==> config.mk <==
export PLATFORM = sky130hd
export DESIGN_NAME = tliu_ctrl
export DESIGN_NICKNAME = d
export VERILOG_FILES = /design/src/hdl/tliu_pkg.sv /design/src/hdl/tliu_ctrl.sv
export SDC_FILE = /design/constraint.sdc
export NUM_CORES = 1
export LEC_CHECK = 0
export BUFFER_PORTS_ARGS = -buffer_cell sky130_fd_sc_hd__buf_2
export CAP_MARGIN = 20
export CORE_UTILIZATION = 49
export CTS_CLUSTER_SIZE = 14
export DETAILED_ROUTE_END_ITERATION = 10
export GPL_TIMING_DRIVEN = 0
export PLACE_DENSITY = 0.88
export SYNTH_ARGS = -nofsm -noshare
export SYNTH_HDL_FRONTEND = slang
export SYNTH_SLANG_ARGS = --single-unit
==> constraint.sdc <==
create_clock -name i_clk -period 1.7 [get_ports i_clk]
set_input_delay 0.17 -clock i_clk [delete_from_list [all_inputs] [get_ports i_clk]]
set_output_delay 0.17 -clock i_clk [all_outputs]
set_load 0.02 [all_outputs]
==> src/hdl/tliu_pkg.sv <==
package tliu_pkg;

    localparam int TLIU_ENTRIES  = 64;
    localparam int TLIU_CHANNELS = 4;
    localparam int DIV_STEPS     = 64;

    typedef enum logic [1:0] {
        OP_CLEAR  = 2'd0,
        OP_APPEND = 2'd1,
        OP_QUERY  = 2'd2,
        OP_NONE   = 2'd3
    } t_op;

    typedef enum logic [2:0] {
        ST_OK         = 3'd0,
        ST_NOT_FOUND  = 3'd1,
        ST_EMPTY      = 3'd2,
        ST_ZERO_WIDTH = 3'd3,
        ST_FULL       = 3'd4
    } t_status;

    typedef struct packed {
        logic [1:0]         operation;
        logic [1:0]         channel;
        logic signed [31:0] key;
        logic signed [31:0] value_real;
        logic signed [31:0] value_imag;
    } t_item;

    typedef struct packed {
        logic [2:0]         status;
        logic signed [31:0] result_real;
        logic signed [31:0] result_imag;
        logic [5:0]         segment;
    } t_result;

    typedef struct packed {
        logic signed [31:0] key;
        logic signed [31:0] re;
        logic signed [31:0] im;
    } t_entry;

    // Commands from the controller to the datapath.
    typedef struct packed {
        logic    load;
        logic    clr_cnt;
        logic    wr_ent;
        logic    rd_en;
        logic    shift_lo;
        logic    found;
        logic    mul;
        logic    div_step;
        logic    fin;
        logic    part;
        logic    set_status;
        t_status status;
        logic    seg_cnt;
        logic    seg_idx;
        logic    take_hi;
    } t_cmd;

    // Status from the datapath back to the controller.
    typedef struct packed {
        logic [1:0] op;
        logic       gt;
        logic       dk_zero;
    } t_stat;

endpackage

==> src/hdl/tliu_ctrl.sv <==
module tliu_ctrl #(
    parameter int ENTRIES = 64,
    parameter int IW      = $clog2(ENTRIES)
) (
    input  logic            i_clk,
    input  logic            i_rst_n,
    input  logic            i_start,
    input  tliu_pkg::t_stat i_stat,
    input  logic [IW:0]     i_cnt,
    output tliu_pkg::t_cmd  o_cmd,
    output logic [IW-1:0]   o_rd_idx,
    output logic [IW-1:0]   o_seg_idx,
    output logic            o_busy,
    output logic            o_valid
);
    import tliu_pkg::*;

    typedef enum logic [2:0] {
        S_IDLE, S_DECODE, S_WALK, S_CHECK, S_MUL, S_DIV, S_FIN, S_DONE
    } t_state;

    t_state      r_state, n_state;
    logic [IW:0] r_idx;
    logic        r_dval;
    logic [IW-1:0] r_didx;
    logic [5:0]  r_step;
    logic        r_part;
    logic        r_valid;

    logic found, last, rd_go;

    assign rd_go = (r_idx < i_cnt);
    assign found = r_dval && (r_didx != '0) && i_stat.gt;
    assign last  = r_dval && ({1'b0, r_didx} == i_cnt - 1'b1);
    assign o_rd_idx  = r_idx[IW-1:0];
    assign o_seg_idx = r_didx;
    assign o_busy  = (r_state != S_IDLE);
    assign o_valid = r_valid;

    always_comb begin
        o_cmd = '0;
        o_cmd.part = r_part;
        n_state = r_state;
        unique case (r_state)
            S_IDLE: begin
                if (i_start) begin
                    o_cmd.load = 1'b1;
                    n_state = S_DECODE;
                end
            end
            S_DECODE: begin
                n_state = S_DONE;
                unique case (t_op'(i_stat.op))
                    OP_CLEAR:  o_cmd.clr_cnt = 1'b1;
                    OP_APPEND: begin
                        if (i_cnt >= (IW+1)'(ENTRIES)) begin
                            o_cmd.set_status = 1'b1;
                            o_cmd.status = ST_FULL;
                        end else begin
                            o_cmd.wr_ent = 1'b1;
                            o_cmd.seg_cnt = 1'b1;
                        end
                    end
                    OP_QUERY: begin
                        if (i_cnt == '0) begin
                            o_cmd.set_status = 1'b1;
                            o_cmd.status = ST_EMPTY;
                        end else if (i_cnt == (IW+1)'(1)) begin
                            o_cmd.set_status = 1'b1;
                            o_cmd.status = ST_NOT_FOUND;
                        end else begin
                            n_state = S_WALK;
                        end
                    end
                    default: ;
                endcase
            end
            S_WALK: begin
                if (found) begin
                    o_cmd.found = 1'b1;
                    o_cmd.seg_idx = 1'b1;
                    n_state = S_CHECK;
                end else if (last) begin
                    o_cmd.set_status = 1'b1;
                    o_cmd.status = ST_NOT_FOUND;
                    n_state = S_DONE;
                end else begin
                    o_cmd.shift_lo = r_dval;
                    o_cmd.rd_en = rd_go;
                end
            end
            S_CHECK: begin
                if (i_stat.dk_zero) begin
                    o_cmd.set_status = 1'b1;
                    o_cmd.status = ST_ZERO_WIDTH;
                    o_cmd.take_hi = 1'b1;
                    n_state = S_DONE;
                end else begin
                    n_state = S_MUL;
                end
            end
            S_MUL: begin
                o_cmd.mul = 1'b1;
                n_state = S_DIV;
            end
            S_DIV: begin
                o_cmd.div_step = 1'b1;
                if (r_step == 6'(DIV_STEPS - 1)) begin
                    n_state = S_FIN;
                end
            end
            S_FIN: begin
                o_cmd.fin = 1'b1;
                n_state = r_part ? S_DONE : S_MUL;
            end
            S_DONE: n_state = S_IDLE;
            default: n_state = S_IDLE;
        endcase
    end

    always_ff @(posedge i_clk) begin
        if (!i_rst_n) begin
            r_state <= S_IDLE;
            r_idx   <= '0;
            r_dval  <= 1'b0;
            r_didx  <= '0;
            r_step  <= '0;
            r_part  <= 1'b0;
            r_valid <= 1'b0;
        end else begin
            r_state <= n_state;
            r_valid <= (n_state == S_DONE);
            if (r_state == S_DECODE) begin
                r_idx  <= '0;
                r_dval <= 1'b0;
                r_part <= 1'b0;
            end
            if (r_state == S_WALK) begin
                r_dval <= rd_go;
                r_didx <= r_idx[IW-1:0];
                r_idx  <= r_idx + 1'b1;
            end
            if (r_state == S_MUL) begin
                r_step <= '0;
            end
            if (r_state == S_DIV) begin
                r_step <= r_step + 1'b1;
            end
            if (r_state == S_FIN) begin
                r_part <= 1'b1;
            end
        end
    end

endmodule

==> flow_metrics.tcl, run 1 <==
set metrics [dict create \
    outcome "finished, violations left" \
    violations "setup timing" \
    finalNonFillerCells 363 \
    ioPinCount 45 \
    fin_skew_ns 0.00426 \
    path_max_fanout 5 \
    ys_ff_latch 25 \
    critPathCaptureType "output pin" \
    fin_nets 343 \
    arrival_ns 2.00 \
    grt_max_degree 14 \
    ys_warn_count 0 \
    cts_root_buffer "clkbuf_8" \
    die_area_um2 4200 \
    initial_core_util_pct 52.0 \
    ys_types 55 \
    overflow 0 \
    syn_area_um2 1930 \
    final_area_um2 2640 \
    place_hpwl_um 3560 \
    crit_type "primary input to output pin" \
    synth_common_cells "nand2_1 (28), dfxtp_1 (25), inv_1 (19)" \
    pre_cts_ws_ns -0.421 \
    netSwitchingPower_w 0.000640 \
    r2r-end "o_valid$_SDFF_PN0_" \
    clk_path_buf_depth 2 \
    num_rows 22 \
    synth_edf_count 0 \
    leakage_nw 1.20 \
    synth_nets 274 \
    firstDrtPassIters 4 \
    route.detailed.drc 0 \
    setup_violations 13 \
    final_core_util_pct 70.9 \
    max_cap_viol_count 0 \
    drv_slew 0 \
    ff2ff_setup_slack_ns -0.22 \
    synth_area_leaders "dfxtp_1 (26%), ha_1 (8.4%), nand2_1 (5.4%)" \
    p_sw_share_pct 36.2 \
    core_area_um2 3720 \
    power.density_nw_per_um2 671 \
    period_minus_slack_ns 2.17 \
    num_antenna_cells 0 \
    hold_viol 0 \
    fin_ws_ns -0.474 \
    clk_pin_slew_worst_paths_ns 0.09 \
    synth_ff_type "dfxtp_1" \
    dp_cells 338 \
    crit_path_start_kind "primary input" \
    yosysTopAreaCellShare_pct 25.9 \
    p_int_w 0.00113 \
    worstMarginPinSlew_ns 0.468 \
    die_h_um 64.8 \
    critPathRequiredTime_ns 1.53 \
    fillCellCount 243 \
    cts_max_level 1 \
    slew_headroom_pct 68.6 \
    pwr-share-comb_pct 42.7 \
    async_reset_ff_share_pct 0 \
    tns_ns -3.39 \
    grt_pass1_vias 1823 \
    dr.first_iter.drc_count 202 \
    yosysMostFrequentCell "nand2_1" \
    reg2reg_from "o_seg_idx[0]$_SDFFE_PN0P_" \
    clk-insertion-delay-late_ns 0.27 \
    critPathLaunch "i_cnt[1]" \
    fp.dieW_um 64.8 \
    hold_buffers 0 \
    antenna_found_initial 0 \
    yosysTopAreaCell "dfxtp_1" \
    synth_area_per_cell_um2 7.83 \
    routed_wl_um 5780 \
    vias 2119 \
    viasPerCell 5.84 \
    postSynthCellCount 247 \
    ys_seq_area_share_pct 25.9 \
    p_clk_share_pct 20.6 \
    tritoncts "yes" \
    clock-sinks 25 \
    fmax_mhz 460 \
    r2r_cells 6 \
    syn2layout_area_growth_pct 36.3 \
    pwr-share-seq_pct 36.7 \
    gp_congestion 0.789 \
    grt_use_total_pct 24.2 \
    io_buffer_count 43 \
    worstSetupEndpoint "o_cmd[3]" \
    min_period_over_period_pct 128 \
    grt_pass1_wl_um 7960 \
    ant_nets 0 \
    numCtsBuffers 3 \
    peakVddDrop_v 0.000331 \
    final_layout_size_suffix_gt1_share_pct 39.7 \
    wl_per_cell_um 15.9 \
    min_path_type "primary input to register" \
    dpl-instance-area_um2 2270 \
    rsz0062_at_grt "true" \
]
-- placed cells by master, fill, tap and decap left out, types with 3 or more instances in the layout --
cell type / netlist / layout
nand3_1: 10 / 10
nor3_1: 7 / 5
nand2b_1: 4 / 4
dfxtp_1: 25 / 16
nor2_1: 15 / 13
clkbuf_1: 6 / 4
o21a_1: 3 / 3
nor2b_1: 7 / 7
ha_1: 13 / 12
dfxtp_2: 0 / 7
inv_1: 19 / 17
o21ai_0: 15 / 13
nand2_1: 28 / 26
and2_1: 6 / 6
a21boi_1: 2 / 3
clkbuf_8: 0 / 3
o21ai_1: 4 / 3
a21boi_0: 10 / 9
buf_2: 3 / 33
buf_4: 9 / 34
xor2_1: 4 / 4
buf_6: 1 / 12
a21o_1: 4 / 4
a21oi_1: 7 / 7
-- state kept, by name (all words and copies together), names as in the netlist --
signal and cells:
o_seg_idx 6, o_valid 1, r_dval 1, r_idx 7, r_part 1, r_state 3
r_step 6
-- power groups by stage --
| stage | Clock [W] | Combinational (W) | Sequential (W) |
|---|---|---|---|
| 5_1_grt | 0.000391 | 0.000801 | 0.000650 |
| 4_1_cts | 0.000360 | 0.000622 | 0.000643 |
| 2_1_floorplan | 0 | 0.000408 | 0.000648 |
| 3_3_place_gp | 0 | 0.000531 | 0.000653 |
| 6_report | 0.000364 | 0.000755 | 0.000648 |
| 3_5_place_dp | 0 | 0.000546 | 0.000655 |
-- layer usage --
| metal | vias to the layer above | track usage (%) | routed length (µm) |
|---|---|---|---|
| met1 | 986 | 26.3 | 2320 |
| met5 | - | 0 | 0 |
| met3 | 24 | 2.99 | 337 |
| li1 | 997 | - | - |
| met2 | 112 | 46.0 | 2960 |
| met4 | 0 | 10.8 | 165 |
-- worst min-delay path by stage --
stage                                startpoint                endpoint  slack, ns  cells past startpoint
final                                   i_rst_n  r_step[5]$_SDFFE_PN0P_       0.20                      2
after global routing                    i_rst_n  r_step[5]$_SDFFE_PN0P_       0.19                      2
after CTS                               i_rst_n  r_step[5]$_SDFFE_PN0P_       0.19                      2
after detailed placement                i_rst_n  r_step[5]$_SDFFE_PN0P_       0.48                      2
after global placement    r_idx[6]$_SDFFE_PN0P_   r_idx[6]$_SDFFE_PN0P_       0.47                      2
after floorplan                         i_rst_n  r_step[1]$_SDFFE_PN0P_       0.32                      1
-- repair_timing --
| action | in CTS | in global routing |
|---|---|---|
| buffers inserted | 12 | 12 |
| pin swaps | 6 | 9 |
| endpoints found under the setup margin | 20 | 23 |
| resized for setup | 32 | 25 |
-- area by class of cell --
cell class / instances / area (µm²) / share of cell area (%)
flip-flops and latches: 25 / 517 / 19.6
plain buffers: 18 / 134 / 5.08
clock buffers: 4 / 45.0 / 1.71
multi-input cells: 184 / 1370 / 52.0
well taps: 48 / 60.1 / 2.28
repair buffers: 65 / 438 / 16.6
inverters: 19 / 71.3 / 2.71
-- metrics by stage --
step / hold WS, ns / total power (W)
6_report: 0.199 / 0.00177
5_1_grt: 0.194 / 0.00184
4_1_cts: 0.190 / 0.00162
3_5_place_dp: 0.479 / 0.00120
3_3_place_gp: 0.469 / 0.00118
2_1_floorplan: 0.324 / 0.00106
-- cells by family (layout without fill, tap and decap cells) --
logic type | after synthesis | count (layout) | synth area share, %
buffers and inverters | 38 | 106 | 9.71
adder cells (fa/ha/maj) | 13 | 13 | 8.41
flip-flops | 25 | 25 | 25.9
AO/OA/AOI/OAI | 64 | 64 | 24.9
XOR/XNOR | 5 | 5 | 2.27
multiplexers | 2 | 2 | 1.10
AND/OR/NAND/NOR | 100 | 100 | 27.7
-- worst max-delay path: stages --
cell	delay, ns
buf_2	0.11
inv_1	0.09
ha_1	0.21
nand2b_1	0.14
o21ai_0	0.22
nand4_1	0.19
a2111o_1	0.53
o21ai_4	0.18
buf_4	0.16
Note: power is estimated with default switching activity, not from simulation.
==> run 2, diff against run 1 <==
Settings changed: ABC_AREA set to 1.
==> flow_metrics.tcl, run 2 <==
set metrics [dict create \
    num_rows 22 \
    postSynthCellCount 278 \
    core_area_um2 3690 \
    antenna_found_initial 0 \
    min_period_over_period_pct 107 \
    syn_area_um2 1900 \
    grt_max_degree 15 \
    fmax_mhz 551 \
    cts_root_buffer "clkbuf_8" \
    fp.dieW_um 64.2 \
    final_layout_size_suffix_gt1_share_pct 39.3 \
    synth_ff_type "dfxtp_1" \
    largest_register "r_idx" \
    gp_congestion 0.868 \
    slew_headroom_pct 69.5 \
    fin_skew_ns 0.00288 \
    fin_nets 366 \
    largest_reg_flops 7 \
    synth_edf_count 0 \
    crit_path_top_delay_cell "dfxtp_2" \
    async_reset_ff_share_pct 0 \
    cts_max_level 1 \
    clk_path_buf_depth 2 \
    critPathRequiredTime_ns 1.53 \
    initial_core_util_pct 51.4 \
    synth_area_leaders "dfxtp_1 (26%), nand2_1 (13%), ha_1 (8.6%)" \
    min_path_type "primary input to register" \
    clk_pin_slew_worst_paths_ns 0.09 \
    reg2reg_from "r_step[1]$_SDFFE_PN0P_" \
    min-delay-start "i_rst_n" \
    outcome "finished, violations left" \
    grt_pass1_wl_um 7960 \
    ys_ff_latch 25 \
    dpl-instance-area_um2 2180 \
    synth_common_cells "nand2_1 (66), inv_1 (33), nor2_1 (26)" \
    ys_warn_count 0 \
    firstDrtPassIters 4 \
    worstMarginPinSlew_ns 0.458 \
    hold_viol 0 \
    path_delay_family "simple AND/OR/NAND/NOR gates" \
    io_buffer_count 44 \
    synth_area_per_cell_um2 6.82 \
    routed_wl_um 4960 \
    arrival_ns 1.64 \
    overflow 0 \
    power.density_nw_per_um2 1070 \
    synth_nets 305 \
    timing.critical_path.mode_cell "nand3_2" \
    clock-sinks 25 \
    place_hpwl_um 3360 \
    setup_violations 5 \
    final_area_um2 2460 \
    wl_per_cell_um 12.8 \
    max_cap_viol_count 0 \
    die_area_um2 4120 \
    syn2layout_area_growth_pct 29.6 \
    tritoncts "yes" \
    rsz0062_at_grt "true" \
    grt_pass1_vias 1882 \
    crit_chain "inv_2, nand2_1, nand2_1, nor2_2, nand3_2, nor2_4, nand2_2, nor2_4, nand3_2, nand3_2, buf_6" \
    ant_nets 0 \
    hold_buffers 0 \
    peakVddDrop_v 0.000427 \
    viasPerCell 5.39 \
    critPathCaptureType "output pin" \
    dr.first_iter.drc_count 152 \
    tns_ns -0.391 \
    critPathLaunch "o_seg_idx[1]$_SDFFE_PN0P_" \
    drv_slew 0 \
    ys_seq_area_share_pct 26.4 \
    final_common_cell "nand2_1" \
    die_h_um 64.2 \
    pre_cts_ws_ns -0.199 \
    clk-insertion-delay-late_ns 0.27 \
    grt_use_total_pct 24.3 \
    crit_type "register to output pin" \
    violations "setup timing" \
    leakage_nw 1.21 \
    most-common-layout-cells "nand2_1 (63), buf_2 (42), inv_1 (30), nor2_1 (25), buf_4 (22)" \
    yosysMostFrequentCell "nand2_1" \
    route.detailed.drc 0 \
    yosysTopAreaCell "dfxtp_1" \
    num_antenna_cells 0 \
    path_buf_inv 2 \
    numCtsBuffers 3 \
    ioPinCount 45 \
    fin_ws_ns -0.115 \
    period_minus_slack_ns 1.81 \
    path_max_fanout 3 \
    vias 2079 \
    yosysTopAreaCellShare_pct 26.4 \
    crit_path_start_kind "register" \
    ys_types 45 \
    power_w 0.00262 \
    cp_slowest_stage_delay_ns 0.36 \
]
run 2: changes by cell type after synthesis, sizes merged, moves of 5 or more:
| cell | delta |
|---|---|
| inv | +24 |
| nand2 | +42 |
| nand3 | +14 |
| a21oi | +10 |
| nor2b | -7 |
| o21ai | -12 |
| nor2 | +20 |
| a21boi | -12 |
| clkbuf | -5 |
| and2 | -6 |
run 2: area by class of cell:
type,count,area [µm²]
buffer,12,87.6
clock buffer,3,41.3
clock inverter,1,5.00
fill,288,1230
inverter,44,175
multi-input combinational,197,1240
sequential,25,523
tap,48,60.1
timing repair buffer,56,325
run 2: layer usage:
metal  routed length, µm  GRT usage (%)  share of wire (%)
met1                2070           30.7                 42
met2                2440           41.8                 49
met3                 276           1.61                5.6
met4                 168           11.1                3.4
met5                   0              0                  0
run 2: cell families (layout without fill, tap and decap cells):
kind of cell	count (synthesis)	in the layout	share of synthesized area (%)
simple gates	145	145	37.9
buf+inv	56	116	13.5
compound gates	37	37	12.7
flops	25	25	26.4
fa+ha+maj	13	13	8.58
xor+xnor	2	2	0.924
run 2: final timing paths:
| path | endpoint | slack (ns) | depth (start not counted) |
|---|---|---|---|
| min reg2reg | r_idx[6]$_SDFFE_PN0P_ | 0.46 | 1 |
| max reg2reg | o_valid$_SDFF_PN0_ | 0.20 | 10 |
| max | o_cmd[3] | -0.11 | 11 |
| min | r_state[0]$_SDFF_PN0_ | 0.19 | 3 |
run 2: per-stage QoR:
step                hold slack, ns  instances  utilization, %
finish                       0.193        386            66.6
global route                 0.202        386            66.6
CTS                          0.183        383            64.6
detailed placement           0.482        370            59.0
global placement             0.469        370            59.0
floorplan                    0.268        278               -
run 2: what timing repair did:
action	4_1_cts	5_1_grt
buffers inserted	9	3
resized for setup	27	17
setup endpoints to repair	6	8
pin swaps	9	7
run 2: worst min-delay path, delay by kind of cell:
family	cells	cell delay, ns
buffers and inverters	2	0.19
and+or+nand+nor	1	0.08
run 2: report_power, final:
part	switching, W	leakage (nW)	internal, W
Clock	0.000191	0.0255	0.000164
Sequential	0.000140	0.209	0.000689
Combinational	0.000938	0.976	0.000497
==> run 3, diff against run 2 <==
Settings changed: CELL_PAD_IN_SITES_DETAIL_PLACEMENT set to 1, CELL_PAD_IN_SITES_GLOBAL_PLACEMENT set to 1, CORE_UTILIZATION 49 to 34, PLACE_DENSITY 0.88 to 0.87.
==> flow_metrics.tcl, run 3 (synthesis results as in run 2) <==
set metrics [dict create \
    outcome "finished, violations left" \
    violations "setup timing" \
    arrival_ns 1.70 \
    route.detailed.drc 0 \
    min_period_over_period_pct 110 \
    fin_nets 363 \
    r2r_cells 11 \
    io_buffer_count 44 \
    cts_root_buffer "clkbuf_8" \
    final_common_cell "nand2_1" \
    antenna_found_initial 0 \
    tritoncts "yes" \
    ioPinCount 45 \
    leakage_nw 1.19 \
    grt_pass1_wl_um 9790 \
    seq_area_um2 524 \
    rsz0062_at_grt "true" \
    final_area_um2 2470 \
    clock-sinks 25 \
    clk-insertion-delay-late_ns 0.27 \
    power.density_nw_per_um2 1090 \
    multi_input_area_um2 1240 \
    wl_per_cell_um 15.3 \
    syn2layout_area_growth_pct 30.4 \
    final_layout_size_suffix_gt1_share_pct 39.7 \
    crit_type "register to output pin" \
    hold_depth 3 \
    routed_wl_um 6180 \
    die_area_um2 5880 \
    setup_violations 4 \
    largest_register "r_idx" \
    most-common-layout-cells "nand2_1 (63), buf_2 (42), inv_1 (28), nor2_1 (23), buf_4 (19)" \
    clk_pin_slew_worst_paths_ns 0.09 \
    pre_cts_ws_ns -0.229 \
    r2r-end "r_state[2]$_SDFF_PN0_" \
    period_minus_slack_ns 1.87 \
    viasPerCell 5.08 \
    die_h_um 76.7 \
    fin_ws_ns -0.168 \
    vias 2056 \
    fillCellCount 673 \
    worstSetupEndpoint "o_cmd[13]" \
    largest_reg_flops 7 \
    critPathCaptureType "output pin" \
    core_area_um2 5240 \
    firstDrtPassIters 4 \
    fmax_mhz 535 \
    slew_headroom_pct 71.6 \
    numCtsBuffers 3 \
    ff2ff_setup_slack_ns 0.02 \
    crit_path_start_kind "register" \
    fin_skew_ns 0.00257 \
    cts_max_level 1 \
    reg2reg_from "o_seg_idx[5]$_SDFFE_PN0P_" \
    fp.dieW_um 76.7 \
    tns_ns -0.564 \
    dr.first_iter.drc_count 71 \
    grt_max_degree 15 \
    grt_use_total_pct 20.5 \
    drv_slew 0 \
    path_max_fanout 3 \
    hold_viol 0 \
    gp_congestion 0.817 \
    initial_core_util_pct 36.2 \
    power_w 0.00271 \
    place_hpwl_um 4330 \
    ant_nets 0 \
    critPathRequiredTime_ns 1.53 \
    dpl-instance-area_um2 2200 \
    overflow 0 \
    holdWs_ns 0.240 \
    clk_path_buf_depth 2 \
    max_cap_viol_count 0 \
    min_path_type "primary input to register" \
    peakVddDrop_v 0.000401 \
    num_rows 26 \
    grt_pass1_vias 2178 \
    worstMarginPinSlew_ns 0.426 \
    critPathLaunch "o_seg_idx[1]$_SDFFE_PN0P_" \
    num_antenna_cells 0 \
]
==> run 3: cell types whose count changed in the layout (fill, tap and decap cells not counted), sizes merged <==
cell,change
buf,-3
==> run 3: cell type report <==
cell class / instances / share of cell area (%)
Buffer: 12 / 3.54
Clock buffer: 3 / 1.67
Clock inverter: 1 / 0.203
Inverter: 44 / 7.19
Multi-Input combinational cell: 197 / 50.4
Sequential cell: 25 / 21.2
Tap cell: 70 / 3.54
Timing Repair Buffer: 53 / 12.3
==> run 3: how the worst min path moves through the flow <==
stage | slack (ns) | endpoint | from
3_5_place_dp | 0.48 | r_dval$_SDFFE_PN0P_ | r_dval$_SDFFE_PN0P_
6_report | 0.24 | r_step[2]$_SDFFE_PN0P_ | i_rst_n
4_1_cts | 0.20 | r_state[0]$_SDFF_PN0_ | i_rst_n
5_1_grt | 0.23 | r_state[0]$_SDFF_PN0_ | i_rst_n
3_3_place_gp | 0.47 | r_dval$_SDFFE_PN0P_ | r_dval$_SDFFE_PN0P_
2_1_floorplan | 0.27 | r_state[0]$_SDFF_PN0_ | i_rst_n
==> run 3: timing repair <==
action,in CTS,in global routing
pin swaps,10,9
setup buffers,6,3
hold buffers,0,0
resized for setup,30,19
setup endpoints to repair,6,9
==> run 3: power breakdown <==
group          switching (W)  internal (W)
Combinational        0.00101      0.000491
Sequential          0.000151      0.000696
Clock               0.000195      0.000164
Total                0.00135       0.00135
==> run 3: stage by stage <==
step | cells | utilization [%]
floorplan | 278 | -
global placement | 392 | 42.1
detailed placement | 392 | 42.1
CTS | 402 | 45.8
global route | 405 | 47.2
finish | 405 | 47.2
==> run 3: per-layer routing <==
metal / GRT usage (%) / vias up / part of all wire (%)
li1: - / 1018 / -
met3: 1.67 / 12 / 1.9
met1: 24.4 / 985 / 44
met4: 9.04 / 0 / 2.0
met5: 0 / - / 0
met2: 37.1 / 41 / 52
==> run 3: critical path, cell delays in order, from the launching register on <==
cell,delay (ns)
dfxtp_2,0.35
inv_1,0.08
nand2_1,0.08
nand2_1,0.07
nor2_2,0.07
nand3_1,0.09
nor2_2,0.16
nand2_2,0.09
nor2_4,0.11
buf_4,0.12
nor3_2,0.03
buf_4,0.15
